<file path="config.mk">
export PLATFORM = sky130hd
export DESIGN_NAME = utf16_to_utf8_transcoder_flat
export DESIGN_NICKNAME = d
export VERILOG_FILES = /design/src/rtl/u16u8_pkg.sv /design/src/rtl/u16u8_if.sv /design/src/rtl/u16u8_front.sv /design/src/rtl/u16u8_queue.sv /design/src/rtl/u16u8_back.sv /design/src/rtl/utf16_to_utf8_transcoder.sv /design/src/flat_wrapper.sv
export SDC_FILE = /design/constraint.sdc
export NUM_CORES = 1
export LEC_CHECK = 0
export ABC_AREA = 1
export BUFFER_PORTS_ARGS = -buffer_cell sky130_fd_sc_hd__buf_2
export CORE_UTILIZATION = 60
export CTS_CLUSTER_DIAMETER = 120
export DETAILED_ROUTE_END_ITERATION = 8
export MAX_ROUTING_LAYER = met4
export PLACE_DENSITY = 0.8
export SETUP_SLACK_MARGIN = 0.4
export SYNTH_ARGS = -nofsm -noshare
export SYNTH_HDL_FRONTEND = slang
export SYNTH_SLANG_ARGS = --single-unit
</file>
<file path="constraint.sdc">
create_clock -name clk -period 5.1 [get_ports clk]
set_input_delay 1.53 -clock clk [delete_from_list [all_inputs] [get_ports clk]]
set_output_delay 1.53 -clock clk [all_outputs]
set_load 0.05 [all_outputs]
</file>
<file path="src/rtl/u16u8_pkg.sv">
// Shared types and constants of the UTF-16 to UTF-8 transcoder.
`default_nettype none

package u16u8_pkg;

    localparam int UNIT_W      = 16;
    localparam int BYTE_W      = 8;
    localparam int CAP_W       = 11;
    localparam int CP_W        = 21;
    localparam int NBYTES_W    = 3;
    localparam int MAX_BYTES   = 4;
    localparam int QUEUE_DEPTH = 4;
    localparam int QPTR_W      = $clog2(QUEUE_DEPTH);
    localparam int APB_DATA_W  = 32;
    localparam int APB_ADDR_W  = 3;

    localparam logic [CAP_W-1:0]  CAP_RESET   = 11'd64;
    localparam logic [0:0]        REG_OUT_CAPACITY = 1'd0;

    localparam logic [UNIT_W-1:0] HIGH_FIRST  = 16'hD800;
    localparam logic [UNIT_W-1:0] HIGH_LAST   = 16'hDBFF;
    localparam logic [UNIT_W-1:0] LOW_FIRST   = 16'hDC00;
    localparam logic [UNIT_W-1:0] LOW_LAST    = 16'hDFFF;
    localparam logic [UNIT_W-1:0] ONE_BYTE_LIMIT = 16'h0080;
    localparam logic [UNIT_W-1:0] TWO_BYTE_LIMIT = 16'h0800;
    localparam logic [CP_W-1:0]   PLANE1_BASE = 21'h10000;

    localparam logic [BYTE_W-1:0] LEAD2 = 8'hC0;
    localparam logic [BYTE_W-1:0] LEAD3 = 8'hE0;
    localparam logic [BYTE_W-1:0] LEAD4 = 8'hF0;
    localparam logic [BYTE_W-1:0] CONT  = 8'h80;

    typedef struct packed {
        logic [MAX_BYTES-1:0][BYTE_W-1:0] bytes;
        logic [NBYTES_W-1:0]              nbytes;
        logic                             close;
        logic                             status;
    } u16u8_entry_t;

endpackage

`default_nettype wire

</file>
<file path="src/rtl/u16u8_if.sv">
// Valid/ready channel interfaces for code units in and UTF-8 results out.
`default_nettype none

interface u16u8_unit_if import u16u8_pkg::*; ();
    logic              valid;
    logic              ready;
    logic [UNIT_W-1:0] code_unit;
    logic              last_unit;

    modport source (output valid, output code_unit, output last_unit, input ready);
    modport sink (input valid, input code_unit, input last_unit, output ready);
endinterface

interface u16u8_result_if import u16u8_pkg::*; ();
    logic              valid;
    logic              ready;
    logic [BYTE_W-1:0] out_byte;
    logic              byte_valid;
    logic              end_of_string;
    logic              status;

    modport source (output valid, output out_byte, output byte_valid,
                     output end_of_string, output status, input ready);
    modport sink (input valid, input out_byte, input byte_valid,
                  input end_of_string, input status, output ready);
endinterface

`default_nettype wire

</file>
<file path="src/rtl/u16u8_front.sv">
// Front end: accepts code units, classifies them and encodes each character.
`default_nettype none

module u16u8_front import u16u8_pkg::*; #(
    parameter int MAX_CAPACITY = 1024
) (
    input  wire logic             clk,
    input  wire logic             rst_n,
    u16u8_unit_if.sink            units,
    input  wire logic [CAP_W-1:0] out_capacity,
    input  wire logic             q_ready,
    output logic                  q_push,
    output u16u8_entry_t          q_entry
);

    localparam logic [31:0] MAX_CAP32 = 32'(MAX_CAPACITY);

    logic [UNIT_W-1:0] pending_high_reg, pending_high_next;
    logic              have_pending_reg, have_pending_next;
    logic [CAP_W-1:0]  bytes_written_reg;
    logic              stopped_reg, stopped_next;
    logic              failed_reg, failed_next;

    logic [CAP_W-1:0]    cap;
    logic [CAP_W:0]      bw_x, cap_x;
    logic                fit1, fit2, fit3, fit4;
    logic                accept;
    logic                unit_high, unit_low;
    logic [UNIT_W-1:0]   unit;
    logic [CP_W-1:0]     cp;
    logic [NBYTES_W-1:0] nb;

    assign unit      = units.code_unit;
    assign accept    = units.valid && q_ready;
    assign units.ready = q_ready;
    assign unit_high = (unit >= HIGH_FIRST) && (unit <= HIGH_LAST);
    assign unit_low  = (unit >= LOW_FIRST) && (unit <= LOW_LAST);

    assign cap   = ({21'd0, out_capacity} > MAX_CAP32) ? MAX_CAP32[CAP_W-1:0] : out_capacity;
    assign bw_x  = {1'b0, bytes_written_reg};
    assign cap_x = {1'b0, cap};
    assign fit1  = (bw_x + (CAP_W+1)'(1)) < cap_x;
    assign fit2  = (bw_x + (CAP_W+1)'(2)) < cap_x;
    assign fit3  = (bw_x + (CAP_W+1)'(3)) < cap_x;
    assign fit4  = (bw_x + (CAP_W+1)'(4)) < cap_x;

    assign cp = PLANE1_BASE + {1'b0, pending_high_reg[9:0], 10'd0} + {11'd0, unit[9:0]};

    always_comb
    begin
        q_entry           = '0;
        nb                = '0;
        failed_next       = failed_reg || (cap == '0);
        stopped_next      = stopped_reg;
        have_pending_next = have_pending_reg;
        pending_high_next = pending_high_reg;
        if (!stopped_reg && !failed_next)
        begin
            priority if (have_pending_reg)
            begin
                have_pending_next = 1'b0;
                pending_high_next = '0;
                if (unit_low && fit4)
                begin
                    nb               = 3'd4;
                    q_entry.bytes[0] = LEAD4 | {5'd0, cp[20:18]};
                    q_entry.bytes[1] = CONT | {2'd0, cp[17:12]};
                    q_entry.bytes[2] = CONT | {2'd0, cp[11:6]};
                    q_entry.bytes[3] = CONT | {2'd0, cp[5:0]};
                end
                else
                begin
                    failed_next = 1'b1;
                end
            end
            else if (!fit1)
            begin
                stopped_next = 1'b1;
            end
            else if (unit < ONE_BYTE_LIMIT)
            begin
                nb               = 3'd1;
                q_entry.bytes[0] = unit[7:0];
            end
            else if ((unit < TWO_BYTE_LIMIT) && fit2)
            begin
                nb               = 3'd2;
                q_entry.bytes[0] = LEAD2 | {3'd0, unit[10:6]};
                q_entry.bytes[1] = CONT | {2'd0, unit[5:0]};
            end
            else if (unit_high && !units.last_unit)
            begin
                pending_high_next = unit;
                have_pending_next = 1'b1;
            end
            else if (unit_low)
            begin
                failed_next = 1'b1;
            end
            else if (fit3)
            begin
                nb               = 3'd3;
                q_entry.bytes[0] = LEAD3 | {4'd0, unit[15:12]};
                q_entry.bytes[1] = CONT | {2'd0, unit[11:6]};
                q_entry.bytes[2] = CONT | {2'd0, unit[5:0]};
            end
            else
            begin
                stopped_next = 1'b1;
            end
        end
        q_entry.nbytes = nb;
        q_entry.close  = units.last_unit;
        q_entry.status = units.last_unit && failed_next;
        q_push         = accept && ((nb != '0) || units.last_unit);
    end

    always_ff @(posedge clk or negedge rst_n)
    begin
        if (!rst_n)
        begin
            pending_high_reg  <= '0;
            have_pending_reg  <= 1'b0;
            bytes_written_reg <= '0;
            stopped_reg       <= 1'b0;
            failed_reg        <= 1'b0;
        end
        else if (accept)
        begin
            if (units.last_unit)
            begin
                pending_high_reg  <= '0;
                have_pending_reg  <= 1'b0;
                bytes_written_reg <= '0;
                stopped_reg       <= 1'b0;
                failed_reg        <= 1'b0;
            end
            else
            begin
                pending_high_reg  <= pending_high_next;
                have_pending_reg  <= have_pending_next;
                bytes_written_reg <= bytes_written_reg + CAP_W'(nb);
                stopped_reg       <= stopped_next;
                failed_reg        <= failed_next;
            end
        end
    end

endmodule

`default_nettype wire

</file>
<file path="src/rtl/u16u8_queue.sv">
// Short queue of encoded characters between the front and back ends.
`default_nettype none

module u16u8_queue import u16u8_pkg::*; (
    input  wire logic  clk,
    input  wire logic  rst_n,
    input  wire logic  push,
    input  u16u8_entry_t push_entry,
    output logic       ready,
    input  wire logic  pop,
    output logic       head_valid,
    output u16u8_entry_t head_entry
);

    u16u8_entry_t      store [QUEUE_DEPTH];
    logic [QPTR_W-1:0] wr_ptr_reg, rd_ptr_reg;
    logic [QPTR_W:0]   count_reg;
    logic              do_push, do_pop;

    assign ready      = count_reg != (QPTR_W+1)'(QUEUE_DEPTH);
    assign head_valid = count_reg != '0;
    assign head_entry = store[rd_ptr_reg];
    assign do_push    = push && ready;
    assign do_pop     = pop && head_valid;

    always_ff @(posedge clk)
    begin
        if (do_push)
        begin
            store[wr_ptr_reg] <= push_entry;
        end
    end

    always_ff @(posedge clk or negedge rst_n)
    begin
        if (!rst_n)
        begin
            wr_ptr_reg <= '0;
            rd_ptr_reg <= '0;
            count_reg  <= '0;
        end
        else
        begin
            if (do_push)
            begin
                wr_ptr_reg <= wr_ptr_reg + QPTR_W'(1);
            end
            if (do_pop)
            begin
                rd_ptr_reg <= rd_ptr_reg + QPTR_W'(1);
            end
            if (do_push && !do_pop)
            begin
                count_reg <= count_reg + (QPTR_W+1)'(1);
            end
            else if (do_pop && !do_push)
            begin
                count_reg <= count_reg - (QPTR_W+1)'(1);
            end
        end
    end

endmodule

`default_nettype wire

</file>
<file path="src/rtl/u16u8_back.sv">
// Back end: splits each queued character into byte results behind an output register.
`default_nettype none

module u16u8_back import u16u8_pkg::*; (
    input  wire logic    clk,
    input  wire logic    rst_n,
    input  wire logic    head_valid,
    input  u16u8_entry_t head_entry,
    output logic         pop,
    u16u8_result_if.source results
);

    u16u8_entry_t      work_reg;
    logic              work_valid_reg;
    logic [1:0]        idx_reg;
    logic              out_valid_reg;
    logic [BYTE_W-1:0] out_byte_reg;
    logic              byte_valid_reg;
    logic              eos_reg;
    logic              status_reg;

    logic              load_out;
    logic              last_of_entry;
    logic              empty_entry;

    assign empty_entry   = work_reg.nbytes == '0;
    assign last_of_entry = empty_entry || ({1'b0, idx_reg} == (work_reg.nbytes - 3'd1));
    assign load_out      = work_valid_reg && (!out_valid_reg || results.ready);
    assign pop           = head_valid && (!work_valid_reg || (load_out && last_of_entry));

    assign results.valid         = out_valid_reg;
    assign results.out_byte      = out_byte_reg;
    assign results.byte_valid    = byte_valid_reg;
    assign results.end_of_string = eos_reg;
    assign results.status        = status_reg;

    always_ff @(posedge clk)
    begin
        if (load_out)
        begin
            out_byte_reg   <= empty_entry ? '0 : work_reg.bytes[idx_reg];
            byte_valid_reg <= !empty_entry;
            eos_reg        <= work_reg.close && last_of_entry;
            status_reg     <= work_reg.status && last_of_entry;
        end
        if (pop)
        begin
            work_reg <= head_entry;
        end
    end

    always_ff @(posedge clk or negedge rst_n)
    begin
        if (!rst_n)
        begin
            out_valid_reg  <= 1'b0;
            work_valid_reg <= 1'b0;
            idx_reg        <= '0;
        end
        else
        begin
            if (load_out)
            begin
                out_valid_reg <= 1'b1;
            end
            else if (results.ready)
            begin
                out_valid_reg <= 1'b0;
            end
            if (pop)
            begin
                work_valid_reg <= 1'b1;
                idx_reg        <= '0;
            end
            else if (load_out && last_of_entry)
            begin
                work_valid_reg <= 1'b0;
            end
            else if (load_out)
            begin
                idx_reg <= idx_reg + 2'd1;
            end
        end
    end

endmodule

`default_nettype wire

</file>
<file path="src/rtl/utf16_to_utf8_transcoder.sv">
// Top level of the UTF-16 to UTF-8 transcoder with its configuration register.
`default_nettype none

// The block takes one UTF-16 code unit per transfer on the units channel and
// gives UTF-8 bytes, one per transfer, on the results channel; the last result
// of each string carries end_of_string and the status. A code unit is taken
// whenever the four-entry character queue has room, and a character costs up
// to four result transfers (four for a surrogate pair), so the single-byte
// output port sets the sustained rate. The first byte of a unit passes the
// queue entry, the work register and the output register before it is offered.
// The capacity register at byte address 0 counts the terminator slot; it is to
// be written only while no string is in flight, a rule on the user that the
// block itself does not enforce.
module utf16_to_utf8_transcoder import u16u8_pkg::*; #(
    parameter int MAX_CAPACITY = 1024
) (
    input  wire logic                  clk,
    input  wire logic                  rst_n,
    u16u8_unit_if.sink                 units,
    u16u8_result_if.source             results,
    input  wire logic                  psel,
    input  wire logic                  penable,
    input  wire logic                  pwrite,
    input  wire logic [APB_ADDR_W-1:0] paddr,
    input  wire logic [APB_DATA_W-1:0] pwdata,
    output logic      [APB_DATA_W-1:0] prdata,
    output logic                       pready
);

    logic [CAP_W-1:0] out_capacity_reg;
    logic             reg_hit;
    logic             q_push, q_ready, q_pop, q_head_valid;
    u16u8_entry_t     q_entry, q_head_entry;

    assign pready  = 1'b1;
    assign reg_hit = paddr[APB_ADDR_W-1:2] == REG_OUT_CAPACITY;

    always_comb
    begin
        prdata = '0;
        if (reg_hit)
        begin
            prdata = {{(APB_DATA_W-CAP_W){1'b0}}, out_capacity_reg};
        end
    end

    always_ff @(posedge clk or negedge rst_n)
    begin
        if (!rst_n)
        begin
            out_capacity_reg <= CAP_RESET;
        end
        else if (psel && penable && pwrite && pready && reg_hit)
        begin
            out_capacity_reg <= pwdata[CAP_W-1:0];
        end
    end

    u16u8_front #(
        .MAX_CAPACITY (MAX_CAPACITY)
    ) u_front (
        .clk          (clk),
        .rst_n        (rst_n),
        .units        (units),
        .out_capacity (out_capacity_reg),
        .q_ready      (q_ready),
        .q_push       (q_push),
        .q_entry      (q_entry)
    );

    u16u8_queue u_queue (
        .clk        (clk),
        .rst_n      (rst_n),
        .push       (q_push),
        .push_entry (q_entry),
        .ready      (q_ready),
        .pop        (q_pop),
        .head_valid (q_head_valid),
        .head_entry (q_head_entry)
    );

    u16u8_back u_back (
        .clk        (clk),
        .rst_n      (rst_n),
        .head_valid (q_head_valid),
        .head_entry (q_head_entry),
        .pop        (q_pop),
        .results    (results)
    );

endmodule

`default_nettype wire

</file>
<file path="src/flat_wrapper.sv">
// flat-port wrapper written by rule: the top's interface ports become plain ports
module utf16_to_utf8_transcoder_flat import u16u8_pkg::*;
#(
    parameter int MAX_CAPACITY = 1024
)
  (clk, rst_n, psel, penable, pwrite, paddr, pwdata, prdata, pready, units_valid, units_code_unit, units_last_unit, units_ready, results_valid, results_out_byte, results_byte_valid, results_end_of_string, results_status, results_ready);
  u16u8_unit_if units_i ();
  u16u8_result_if results_i ();
  input  wire logic clk;
  input  wire logic rst_n;
  input  wire logic psel;
  input  wire logic penable;
  input  wire logic pwrite;
  input  wire logic [APB_ADDR_W-1:0] paddr;
  input  wire logic [APB_DATA_W-1:0] pwdata;
  output logic      [APB_DATA_W-1:0] prdata;
  output logic pready;
  input wire logic [$bits(units_i.valid)-1:0] units_valid;
  input wire logic [$bits(units_i.code_unit)-1:0] units_code_unit;
  input wire logic [$bits(units_i.last_unit)-1:0] units_last_unit;
  output wire logic [$bits(units_i.ready)-1:0] units_ready;
  output wire logic [$bits(results_i.valid)-1:0] results_valid;
  output wire logic [$bits(results_i.out_byte)-1:0] results_out_byte;
  output wire logic [$bits(results_i.byte_valid)-1:0] results_byte_valid;
  output wire logic [$bits(results_i.end_of_string)-1:0] results_end_of_string;
  output wire logic [$bits(results_i.status)-1:0] results_status;
  input wire logic [$bits(results_i.ready)-1:0] results_ready;
  assign units_i.valid = units_valid;
  assign units_i.code_unit = units_code_unit;
  assign units_i.last_unit = units_last_unit;
  assign units_ready = units_i.ready;
  assign results_valid = results_i.valid;
  assign results_out_byte = results_i.out_byte;
  assign results_byte_valid = results_i.byte_valid;
  assign results_end_of_string = results_i.end_of_string;
  assign results_status = results_i.status;
  assign results_i.ready = results_ready;
  utf16_to_utf8_transcoder #(.MAX_CAPACITY(MAX_CAPACITY)) u_core (.clk(clk), .rst_n(rst_n), .units(units_i), .results(results_i), .psel(psel), .penable(penable), .pwrite(pwrite), .paddr(paddr), .pwdata(pwdata), .prdata(prdata), .pready(pready));
endmodule
</file>
## Yosys cells after proc, flatten, opt, wreduce, memory -nomap -nowiden

Memories as Yosys holds them, arrays and structs flattened. A register that Yosys moved wholly into a read port is not among the register bits.
Cells that the tools add are included.

- Bits in latches: 0
- Memories: 1
- Output and inout port bits: 46
- Input port bits: 59
- Bits in writable memories: 148
- Bits in registers: 57
- ROM bits: 0
- Word-level logic and storage cells: 172

- Bitwise logic cells: 1
- Shifts and indexed selects: 0
- Equal/unequal tests: 11
- Add/subtract/negate cells: 13
- $lt $le $gt $ge: 12
- Multipliers: 0
- Multiplexer cells: 69
- Divide/modulo/power cells: 0
- Reduce and logical (&&, ||, !) cells: 49

Memory list:

| memory | depth | width | rd ports | clocked after Yosys merged registers in | wr ports | line | source |
|---|---|---|---|---|---|---|---|
| u_core.u_queue.store | 4 | 37 | 1 | 1 | 1 | u16u8_queue.sv:15 | `u16u8_entry_t store [QUEUE_DEPTH];` |

Operators by type and width:

| operator | number |
|---|---|
| two-way mux 24 bit | 5 |
| two-way mux 10 bit | 7 |
| two-way mux 32 bit | 2 |
| less-than comparator 12 x 11 -> 1 bit | 4 |
| two-way mux 11 bit | 3 |
| >= comparator 16 bit (second input constant) | 2 |
| <= comparator 16 bit (second input constant) | 2 |
| two-way mux 16 bit | 2 |
| two-way mux 8 bit | 4 |
| two-way mux 1 bit | 31 |
| two-way mux 3 bit | 10 |
| adder 11 x 2 -> 12 bit (second input constant) | 2 |
| inequality test 3 bit (second input constant) | 8 |
| adder 17 x 20 -> 21 bit (first input constant) | 1 |
| adder 21 x 10 -> 21 bit | 1 |
| logical AND 1 bit | 21 |
| binary-select mux 8 bit (select 2 bit) | 1 |
| less-than comparator 16 x 12 -> 1 bit (second input constant) | 1 |
| less-than comparator 16 x 8 -> 1 bit (second input constant) | 1 |
| adder 11 x 1 -> 12 bit (second input constant) | 1 |
| adder 11 x 3 -> 12 bit (second input constant) | 1 |
| nonzero test 3 bit | 4 |
| adder 11 x 3 -> 11 bit | 1 |
| greater-than comparator 11 bit (second input constant) | 1 |
| other kinds (17) | 39 |

## Longest topological paths before layout

Gate-level depths: netlist of run 1.

- Depth in word-level cells: 19
- Gate-level depth with buffers: 32
- Gate-level depth less buffers: 30

## Hierarchy

From an unflattened synthesis of run 1, not the netlist that was laid out.

- Cells, all modules: 1326
- Area, all modules: 13042.5 µm²

By module, submodules not included:

| module | area an instance (µm²) | sequential area each (µm²) | times used | cells each |
|---|---|---|---|---|
| u16u8_queue | 6337.3 | 4619.4 | 1 | 491 |
| u16u8_front | 3930.0 | 600.6 | 1 | 580 |
| u16u8_back | 2055.7 | 1541.5 | 1 | 156 |
| utf16_to_utf8_transcoder | 719.4 | 276.5 | 1 | 99 |

## Worst setup path after synthesis of run 1

No wires, ideal clock.

- Path type: input to register
- Start point: in units_code_unit[8]
- End point: mem u_core.u_queue.store[0][0] (netlist bit), enable pin
- Buffers on the path: 0
- Library setup time: 0.423 ns
- Path slack: 0.440 ns
- Data required time: 4.677 ns
- Arrival time: 4.237 ns
- Stages: 10
- Cell sequence: inv_1 nand2_1 or4_1 nor2_2 inv_1 o21ai_1 nand2_1 nand4_2 nand2_2 nor2_1

- Cells in the longest elaborated chain, start to end: 15
- Elaborated cells on any way between the ends: 25
- Those cells by class: 6 x order compare; 10 x mux; 9 x reduce/logical

Ends and longest elaborated chain:

| what | line | source |
|---|---|---|
| start: declaration | flat_wrapper.sv:19 | `input wire logic [$bits(units_i.code_unit)-1:0] units_code_unit;` |
| >= comparator 16 bit, or another cell as far along | u16u8_front.sv:37 | `assign unit_low = (unit >= LOW_FIRST) && (unit <= LOW_LAST);` |
| logical AND 1 bit, on equally long branches | u16u8_front.sv:37, u16u8_front.sv:36 |  |
| two-way mux 3 bit or logical AND 1 bit (tied branches) | u16u8_front.sv:96, u16u8_front.sv:91 |  |
| two-way mux 3 bit | u16u8_front.sv:91 | `else if (unit_high && !units.last_unit)` |
| two-way mux 3 bit | u16u8_front.sv:85 | `else if ((unit < TWO_BYTE_LIMIT) && fit2)` |
| two-way mux 3 bit | u16u8_front.sv:80 | `else if (unit < ONE_BYTE_LIMIT)` |
| two-way mux 3 bit | u16u8_front.sv:76 | `else if (!fit1)` |
| two-way mux 3 bit * | u16u8_front.sv:59 | `priority if (have_pending_reg)` |
| two-way mux 3 bit * | u16u8_front.sv:57 | `if (!stopped_reg && !failed_next)` |
| nonzero test 3 bit * | u16u8_front.sv:115 | `q_push = accept && ((nb != '0) \|\| units.last_unit);` |
| logical OR 1 bit * | u16u8_front.sv:115 |  |
| logical AND 1 bit * | u16u8_front.sv:115 |  |
| logical AND 1 bit * | u16u8_queue.sv:23 | `assign do_push = push && ready;` |
| two-way mux 1 bit * | u16u8_queue.sv:28 | `if (do_push)` |
| two-way mux 1 bit (implied by the code) * | u16u8_queue.sv:30 | `store[wr_ptr_reg] <= push_entry;` |
| end: declaration | u16u8_queue.sv:15 |  |

Mark *: on every way between the ends. The rest lies on a longest branch, timed or not.

==> results.ini, run 1 <==
[yosys]
synthFlopType=edfxtp_1
synthDistinctLibCells=51
synth_area_leader_cell=edfxtp_1
synth_edf_count=176
netlist_top_cells_count=nor2_1 (182), edfxtp_1 (176), nand2_1 (125)
synth.avg_cell_area_um2=9.90
ys_top_cells_by_area=edfxtp_1 (46%), dfrtp_1 (9.9%), nor2_1 (6.0%)
synthCells=1151
synth.most_common_cell=nor2_1
async_reset_ff_share_pct=20.7
yosys_warnings=0
yosysSeqAreaShare_pct=56.5
ys_seq_elements=222
synth_top_area_share_pct=46.4
netlist_area_mm2=0.0114

[timing]
tightestPinTransition_ns=1.19
slew_headroom_pct=20.6
hold_viol=0
whs_ns=0.507
fin_skew_ns=0.0150
slew_violations=0
rsz0062_at_grt=no
setup_viol=0
max_freq_mhz=225
finalCritPeriodShare_pct=87.1
period_minus_slack_ns=4.44
final.setup.tns_ns=0

[finish]
area_delta_synth_final_pct=11.3
final_util_pct=68.0
nNetsFinal=1329
largest_reg_flops=132
drive_gt1_share_pct=14.6
fin_cells=1467
diodes=0

[route]
drt_iter0_drc=780
vias=8408
dr.pass1.iters=5
remaining_drc_errors=0
detail-route-antenna-nets=0
route.detailed.wl_per_inst_um=17.4
drt-total-wl_mm=25.6
via_per_inst=5.73

[global_routing]
grt_overflow_total=0
antenna_found_initial=0
grt_pass1_vias=8054
grt_max_degree=70
grt_pass1_wl_mm=40.4
grt_use_total_pct=27.2

[min_path]
hp-class=register to register
hold_path.startpoint=u_core.u_back.work_valid_reg
hold_path_end=u_core.u_back.results.valid
hold_depth=2

[die]
coreArea_mm2=0.0186
die_h_um=140
die-area_mm2=0.0196
initial_core_util_pct=61.1
die_w_um=140
io_pins=105
fp-row-count=50

[critical_path]
path_max_fanout=6
rr_startpoint=u_core.u_front.bytes_written_reg[2]
worstSetupPathType=register to register
crit_arrival_ns=4.82
cp-start-kind=register
r2r-end=u_core.u_front.bytes_written_reg[10]
end_kind=register
reg2reg_depth=27
crit_required_ns=5.48
r2r_slack_ns=0.66

[run_status]
status=complete, no violations

[placement]
dp_hpwl_mm=16.9
numPortBuffers=59
gp_congestion=0.959
dp_cells=1419

[pwr]
vdd_ir_drop_max_uv=380
p_total_w=0.00783
total_leakage_power_nw=5.38
powerDensity_mw_per_mm2=617

[cts]
cts.clk_slew.worst_paths_ns=0.06
insertion_delay_ns=0.51
cts_root_buf=clkbuf_16
tritoncts=done
cts_buffer_depth=3
cts_hold_buffers=0
clkSinkCount=222
cts_inserted_buffers=24
cts_max_level=1

[run]
drv_cap=0

layout make-up:
cell class	count	area [um2]
sequential	222	6450
fill	1377	5960
multi-input combinational	756	4280
clock buffer	32	631
inverter	131	494
timing repair buffer	81	460
tap	234	293
clock inverter	11	72.6
placed cells by master, fill, tap and decap left out, drive strengths merged, types with 21 or more instances in the layout:
cell	instances
edfxtp	176
nand3	45
nand4	21
o22ai	38
nand2	132
clkbuf	32
nor2	195
xor2	26
buf	81
ha	52
inv	128
a21oi	63
o21ai	118
conb	22
dfrtp	45
stage by stage:
| step | worst slack, ns | area, um2 |
|---|---|---|
| floorplan | 0.440 | 11500 |
| global placement | 0.494 | 11900 |
| detailed placement | 0.435 | 11900 |
| CTS | 0.459 | 12600 |
| global route | 0.401 | 12700 |
| finish | 0.659 | 12700 |
kinds of logic after synthesis:
logic type / after synthesis / synth area share, %
mux: 1 / 0.0988
compound gates: 241 / 11.5
buf+inv: 193 / 7.33
other cells: 2 / 0.0659
xor+xnor: 30 / 2.31
simple gates: 408 / 16.1
fa+ha+maj: 54 / 6.06
flops: 222 / 56.5
worst max-delay path, stage by stage, from the launching register on:
cell and delay (ns):
dfrtp_2 0.47, ha_4 0.20, inv_1 0.10, nor2_2 0.19
a21oi_1 0.10, a21oi_2 0.16, nor2_1 0.05, a21oi_1 0.18
ha_1 0.27, and3_1 0.21, nand4_1 0.09, nor2_1 0.05
nand2_1 0.09, nand3_4 0.14, nor2_1 0.19, nand2_2 0.13
inv_2 0.11, ha_1 0.18, inv_1 0.08, fa_1 0.46
nor2_1 0.11, o21ai_0 0.07, nor2_1 0.15, inv_1 0.09
nor2_1 0.15, nand2_1 0.11, o21ai_1 0.13, a21oi_1 0.05
power breakdown:
group | internal [W] | switching (W) | leakage [nW]
Sequential | 0.00294 | 0.000259 | 2.19
Clock | 0.000872 | 0.000681 | 0.329
Combinational | 0.000885 | 0.00219 | 2.86
routing by layer:
layer | track usage [%] | vias up | wire length [um]
li1 | - | 4041 | -
met2 | 43.5 | 390 | 12100
met1 | 36.4 | 3929 | 11000
met5 | - | - | 0
met4 | 8.62 | 0 | 561
met3 | 3.41 | 48 | 1950
what timing repair did:
item / CTS / global route
buffers inserted: 0 / 5
gates resized for setup: 1 / 22
pin swaps: 0 / 3
setup endpoints to repair: 1 / 5
how the worst max path moves through the flow:
stage	start	slack, ns	cells after the start	end
floorplan	units_code_unit[8]	0.44	10	u_core.u_queue.store[0][0]
global placement	u_core.u_front.bytes_written_reg[2]	0.49	27	u_core.u_front.bytes_written_reg[10]
detailed placement	u_core.u_front.bytes_written_reg[2]	0.44	27	u_core.u_front.bytes_written_reg[10]
CTS	u_core.u_front.bytes_written_reg[2]	0.46	27	u_core.u_front.bytes_written_reg[10]
global route	u_core.u_front.bytes_written_reg[2]	0.40	27	u_core.u_front.bytes_written_reg[10]
finish	u_core.u_front.bytes_written_reg[2]	0.66	27	u_core.u_front.bytes_written_reg[10]
Note: power is estimated with default switching activity, not from simulation.
==> run 2: changes to the inputs <==
- clock period: 5.1 -> 4.8 ns (I/O delays scaled with it)
==> results.ini, run 2 (synthesized netlist as in run 1, its figures left out) <==
[run_status]
status=complete, no violations

[timing]
finalCritPeriodShare_pct=87.3  ; +0.26 points
whs_ns=0.500  ; -0.00643 ns
final.setup.tns_ns=0  ; unchanged
max_freq_mhz=239  ; +5.9%
period_minus_slack_ns=4.19  ; -0.249 ns
slew_headroom_pct=27.8  ; +7.1 points
setup_slack_ns=0.608  ; -0.0514 ns
hold_viol=0  ; unchanged
rsz0062_at_grt=no
fin_skew_ns=0.0102  ; -0.00482 ns
setup_viol=0  ; unchanged
slew_violations=0  ; unchanged
tightestPinTransition_ns=1.08  ; -0.106 ns

[pwr]
vdd_ir_drop_max_uv=358  ; -5.8%
powerDensity_mw_per_mm2=664  ; +7.5%
total_leakage_power_nw=5.52  ; +2.7%

[route]
via_per_inst=5.76  ; +0.55%
dr.pass1.iters=5  ; unchanged
detail-route-antenna-nets=0  ; unchanged
vias=8535  ; +1.5%
drt-total-wl_mm=25.7  ; +0.45%
drt_iter0_drc=807  ; +3.5%
route.detailed.wl_per_inst_um=17.3  ; -0.50%
remaining_drc_errors=0  ; unchanged

[cts]
cts_max_level=1  ; unchanged
insertion_delay_ns=0.51  ; about the same
clkSinkCount=222  ; unchanged
cts_root_buf=clkbuf_16
cts_hold_buffers=0  ; unchanged
tritoncts=done
cts.clk_slew.worst_paths_ns=0.06  ; about the same
cts_inserted_buffers=24  ; unchanged
cts_buffer_depth=3  ; unchanged

[finish]
layout_commonest_cell=edfxtp_1
drive_gt1_share_pct=17.2  ; +2.6 points
seq_area_mm2=0.00645  ; unchanged
largest_reg_flops=132  ; unchanged
fin_area_mm2=0.0130  ; +2.3%
nNetsFinal=1343  ; +1.1%
final_cell_mix=edfxtp_1 (176), nor2_1 (172), nand2_1 (117), inv_1 (115), o21ai_0 (109)
fill_cells=1340  ; -2.7%
area_delta_synth_final_pct=13.8
diodes=0  ; unchanged
multi_input_area_mm2=0.00434  ; +1.4%

[placement]
numPortBuffers=59  ; unchanged
gp_congestion=1.01  ; +5.6%
dpl_worst_slack_ns=0.177  ; -0.258 ns
dpl_cell_area_mm2=0.0119  ; +0.44%
dp_hpwl_mm=16.7  ; -0.84%

[run]
drv_cap=0  ; unchanged

[critical_path]
endpoint=u_core.u_front.bytes_written_reg[10]
rr_startpoint=u_core.u_front.bytes_written_reg[1]
reg2reg_depth=25  ; -7.4%
end_kind=register
path_max_fanout=5  ; -1
worstSetupPathType=register to register
cp-start-kind=register
crit_required_ns=5.18  ; -0.30 ns
worstSetupStartpoint=u_core.u_front.bytes_written_reg[1]
r2r_slack_ns=0.61  ; -0.05 ns
crit_arrival_ns=4.57  ; -0.25 ns
r2r-end=u_core.u_front.bytes_written_reg[10]

[die]
io_pins=105  ; unchanged
die_w_um=140  ; unchanged
die_h_um=140  ; unchanged
initial_core_util_pct=61.1  ; unchanged
die-area_mm2=0.0196  ; unchanged
coreArea_mm2=0.0186  ; unchanged
fp-row-count=50  ; unchanged

[global_routing]
grt_overflow_total=0  ; unchanged
grt_max_degree=69  ; -1.4%
grt_pass1_vias=7890  ; -2.0%
grt_pass1_wl_mm=40.3  ; -0.22%
antenna_found_initial=0  ; unchanged
grt_use_total_pct=27.2  ; +0.049 points

[min_path]
hp-class=register to register

==> run 2: changes by cell type in the layout (fill, tap and decap cells not counted), moves of 3 or more <==
cell and change:
inv_2 +3, clkinv_1 +3, inv_1 -3, nand2_1 -6, nor2_1 -3, buf_12 +3
buf_4 +11, clkbuf_1 -6, nand2_2 +6, clkinvlp_4 -3, bufinv_16 +3
==> run 2: timing repair <==
action	in CTS	in global routing
endpoints found under the setup margin	4	6
resized for setup	12	33
setup buffers	2	15
pin swaps	0	18
==> run 2: per-layer routing <==
| layer | wire, um | track usage [%] | share of wire, % | vias to the layer above |
|---|---|---|---|---|
| met1 | 10600 | 35.6 | 41 | 3974 |
| met4 | 556 | 7.75 | 2.2 | 0 |
| li1 | - | - | - | 4070 |
| met3 | 2360 | 5.71 | 9.2 | 57 |
| met5 | 0 | - | 0 | - |
| met2 | 12200 | 43.2 | 47 | 434 |
==> run 2: worst min-delay path by stage <==
| stage | endpoint | startpoint | cells after the start | slack, ns |
|---|---|---|---|---|
| finish | u_core.u_queue.count_reg[2] | u_core.u_queue.count_reg[2] | 1 | 0.50 |
| global route | u_core.u_front.pending_high_reg[0] | u_core.u_front.pending_high_reg[0] | 2 | 0.53 |
| CTS | u_core.u_queue.count_reg[2] | u_core.u_queue.count_reg[2] | 1 | 0.50 |
| detailed placement | u_core.u_back.results.valid | u_core.u_back.work_valid_reg | 2 | 0.49 |
| global placement | u_core.u_back.results.valid | u_core.u_back.work_valid_reg | 2 | 0.48 |
| floorplan | u_core.u_front.failed_reg | u_core.u_front.failed_reg | 2 | 0.46 |
==> run 2: area by class of cell <==
type | instances | share of cell area, %
Sequential cell | 222 | 49.7
Multi-Input combinational cell | 756 | 33.5
Clock buffer | 27 | 4.88
Timing Repair Buffer | 95 | 4.65
Inverter | 131 | 3.81
Tap cell | 234 | 2.26
Clock inverter | 16 | 1.24
==> run 2: where the power goes <==
| group | switching [W] | internal [W] | leakage (nW) | total (W) |
|---|---|---|---|---|
| logic | 0.00239 | 0.00100 | 2.95 | 0.00339 |
| registers | 0.000271 | 0.00312 | 2.19 | 0.00339 |
| clock network | 0.000722 | 0.00111 | 0.387 | 0.00183 |
| total | 0.00338 | 0.00523 | 5.52 | 0.00862 |
==> run 2: stage by stage <==
step | power, W | std cells | util (%)
floorplan | 0.00568 | 1171 | -
global placement | 0.00652 | 1421 | 63.9
detailed placement | 0.00664 | 1421 | 63.9
CTS | 0.00851 | 1466 | 68.5
global route | 0.00910 | 1481 | 69.6
finish | 0.00862 | 1481 | 69.6
==> run 2: worst max-delay path: stages, from the launching register on <==
cell	delay [ns]
dfrtp_2	0.42
inv_1	0.07
ha_1	0.23
a21oi_4	0.19
nor2_1	0.09
xor2_1	0.25
ha_1	0.30
a21o_1	0.17
nand4_1	0.11
nand2_2	0.08
nand2_2	0.07
nand4_1	0.17
o21ai_2	0.19
nand2_2	0.10
inv_2	0.09
ha_1	0.17
inv_1	0.07
fa_2	0.40
nor2_2	0.11
o21ai_0	0.07
nor2_1	0.16
inv_1	0.10
nor2_2	0.17
nand2_1	0.09
o21ai_1	0.13
a21oi_1	0.05
==> run 3: changes to the inputs <==
- ABC_AREA: 1 -> default
- PLACE_DENSITY: 0.8 -> 0.81
==> results.ini, run 3 <==
[timing]
hold_viol=0  ; unchanged
fin_skew_ns=0.0147  ; +0.00456 ns
setup_slack_ns=0.448  ; -0.160 ns
setup_viol=0  ; unchanged
slew_headroom_pct=26.7  ; -1.1 points
slew_violations=0  ; unchanged
tightestPinTransition_ns=1.10  ; +0.0167 ns
whs_ns=0.508  ; +0.00763 ns
max_freq_mhz=230  ; -3.7%
final.setup.tns_ns=0  ; unchanged
period_minus_slack_ns=4.35  ; +0.160 ns
finalCritPeriodShare_pct=90.7  ; +3.3 points
rsz0062_at_grt=yes

[route]
vias=7077  ; -17%
detail-route-antenna-nets=0  ; unchanged
dr.pass1.iters=5  ; unchanged
route.detailed.wl_per_inst_um=22.4  ; +29%
via_per_inst=6.26  ; +8.6%
remaining_drc_errors=0  ; unchanged
drt_iter0_drc=647  ; -20%
drt-total-wl_mm=25.3  ; -1.6%

[global_routing]
antenna_found_initial=0  ; unchanged
grt_max_degree=47  ; -32%
grt_pass1_wl_mm=38.9  ; -3.5%
grt_pass1_vias=7109  ; -9.9%
grt_use_total_pct=28.4  ; +1.2 points
grt_overflow_total=0  ; unchanged

[die]
fp-row-count=49  ; -2.0%
initial_core_util_pct=61.2  ; +0.11 points
coreArea_mm2=0.0180  ; -3.6%
die-area_mm2=0.0189  ; -3.4%
die_w_um=137  ; -1.7%
io_pins=105  ; unchanged
die_h_um=137  ; -1.7%

[yosys]
synth_edf_count=176  ; unchanged
synth_area_leader_cell=edfxtp_1
synth.most_common_cell=edfxtp_1
synth.avg_cell_area_um2=14.0  ; +41%
yosysSeqAreaShare_pct=58.5  ; +2.0 points
yosys_warnings=0  ; unchanged
synthCells=787  ; -32%
ys_top_cells_by_area=edfxtp_1 (48%), dfrtp_1 (10%), mux4_2 (8.2%)
netlist_area_mm2=0.0110  ; -3.5%
async_reset_ff_share_pct=20.7  ; unchanged
synthFlopType=edfxtp_1
synthDistinctLibCells=71  ; +39%
synth_top_area_share_pct=48.0  ; +1.7 points
ys_seq_elements=222  ; unchanged
netlist_top_cells_count=edfxtp_1 (176), ha_1 (52), dfrtp_1 (45)

[pwr]
internal_power_w=0.00487  ; -7.0%
vdd_ir_drop_max_uv=526  ; +47%
power.switching_fraction_pct=34.2  ; -5.1 points
power_frac_seq_pct=43.1  ; +3.7 points
comb_power_share_pct=35.2  ; -4.2 points
clkPwrFrac_pct=21.7  ; +0.4 points
powerDensity_mw_per_mm2=586  ; -12%
switchingPower_w=0.00253  ; -25%
total_leakage_power_nw=4.93  ; -11%

[cts]
cts.clk_slew.worst_paths_ns=0.06  ; about the same
cts_inserted_buffers=23  ; -4.2%
clkSinkCount=222  ; unchanged
cts_hold_buffers=0  ; unchanged
cts_root_buf=clkbuf_16
cts_buffer_depth=3  ; unchanged
tritoncts=done
insertion_delay_ns=0.52  ; about the same
cts_max_level=1  ; unchanged

[finish]
seq_area_mm2=0.00645  ; about the same
multi_input_area_mm2=0.00435  ; +0.20%
nNetsFinal=1000  ; -26%
fill_cells=1161  ; -13%
drive_gt1_share_pct=27.5  ; +10 points
largest_reg_flops=132  ; unchanged
diodes=0  ; unchanged
area_delta_synth_final_pct=14.8
fin_area_mm2=0.0126  ; -2.7%
layout_commonest_cell=edfxtp_1
final_cell_mix=edfxtp_1 (176), buf_2 (59), buf_4 (53), ha_1 (46), mux4_2 (40)

[placement]
dp_hpwl_mm=16.8  ; +0.50%
numPortBuffers=59  ; unchanged
dpl_cell_area_mm2=0.0117  ; -1.6%
dpl_worst_slack_ns=0.0854  ; -0.0921 ns
gp_congestion=0.924  ; -8.7%

[min_path]
hp-class=register to register
hold_path.startpoint=u_core.u_queue.count_reg[2]

[critical_path]
crit_required_ns=5.23  ; +0.05 ns
worstSetupPathType=register to register
end_kind=register
cp-start-kind=register
rr_startpoint=u_core.u_front.bytes_written_reg[1]
worstSetupStartpoint=u_core.u_front.bytes_written_reg[1]
path_max_fanout=5  ; unchanged
crit_arrival_ns=4.78  ; +0.21 ns

[run_status]
status=complete, no violations

[run]
drv_cap=0  ; unchanged

## run 3: power by group through the flow
stage | clock network, W | logic, W | registers (W)
2_1_floorplan | 0 | 0.00174 | 0.00314
3_3_place_gp | 0 | 0.00236 | 0.00315
3_5_place_dp | 0 | 0.00246 | 0.00321
4_1_cts | 0.00162 | 0.00254 | 0.00319
5_1_grt | 0.00170 | 0.00283 | 0.00323
6_report | 0.00161 | 0.00260 | 0.00319
## run 3: cell families (layout without fill, tap and decap cells)
| logic type | count (synthesis) | count (layout) | synth area share, % |
|---|---|---|---|
| flops | 222 | 222 | 58.5 |
| simple gates | 197 | 197 | 9.59 |
| compound gates | 125 | 125 | 8.09 |
| buf+inv | 84 | 179 | 3.82 |
| fa+ha+maj | 55 | 55 | 6.37 |
| mux | 53 | 53 | 9.52 |
| xor+xnor | 49 | 49 | 4.04 |
| other cells | 2 | 22 | 0.0683 |
## run 3: per-layer routing
layer	routed length [um]	up-vias	global-route usage [%]	part of all wire [%]
met2	12700	347	46.6	50
met3	1890	46	4.86	7.5
met4	520	0	8.18	2.1
met1	10100	3545	36.5	40
li1	-	3139	-	-
met5	0	-	-	0
## run 3: final cells by class
| class | instances | share of cell area (%) |
|---|---|---|
| clock inverter | 12 | 0.595 |
| clock buffer | 28 | 4.71 |
| sequential | 222 | 51.1 |
| timing repair buffer | 117 | 6.21 |
| inverter | 22 | 0.654 |
| tap | 229 | 2.27 |
| multi-input combinational | 501 | 34.5 |
## run 3: what timing repair did
action,in CTS,in global routing
pin swaps,12,12
setup endpoints to repair,5,11
resized for setup,19,25
setup buffers,7,5
## run 3: worst max-delay path: stages (launching register included)
cell,delay (ns)
dfrtp_2,0.44
inv_2,0.08
buf_4,0.17
ha_4,0.17
xnor2_1,0.12
ha_1,0.32
a21oi_2,0.12
nor2b_1,0.05
o311a_1,0.34
o31a_1,0.37
a211oi_4,0.19
or2b_1,0.27
a21oi_2,0.20
ha_2,0.21
inv_1,0.05
fa_2,0.35
nor2b_2,0.15
o211ai_1,0.17
or3_1,0.37
a21oi_2,0.13
## run 3: worst paths after layout
check,end,slack (ns),cells after the start
max,u_core.u_front.bytes_written_reg[8],0.45,19
max in group asynchronous,u_core.u_front.bytes_written_reg[1],2.92,1
min,u_core.u_queue.count_reg[2],0.51,1
min reg2reg,u_core.u_queue.count_reg[2],0.51,1
max reg2reg,u_core.u_front.bytes_written_reg[8],0.45,19
min in group asynchronous,u_core.u_queue.count_reg[1],1.12,1
## run 3: metrics by stage
stage	power [W]	util, %	std cells
4_1_cts	0.00735	69.6	1126
3_3_place_gp	0.00551	65.3	1079
6_report	0.00740	70.3	1131
5_1_grt	0.00776	70.3	1131
3_5_place_dp	0.00567	65.3	1079
2_1_floorplan	0.00488	-	807
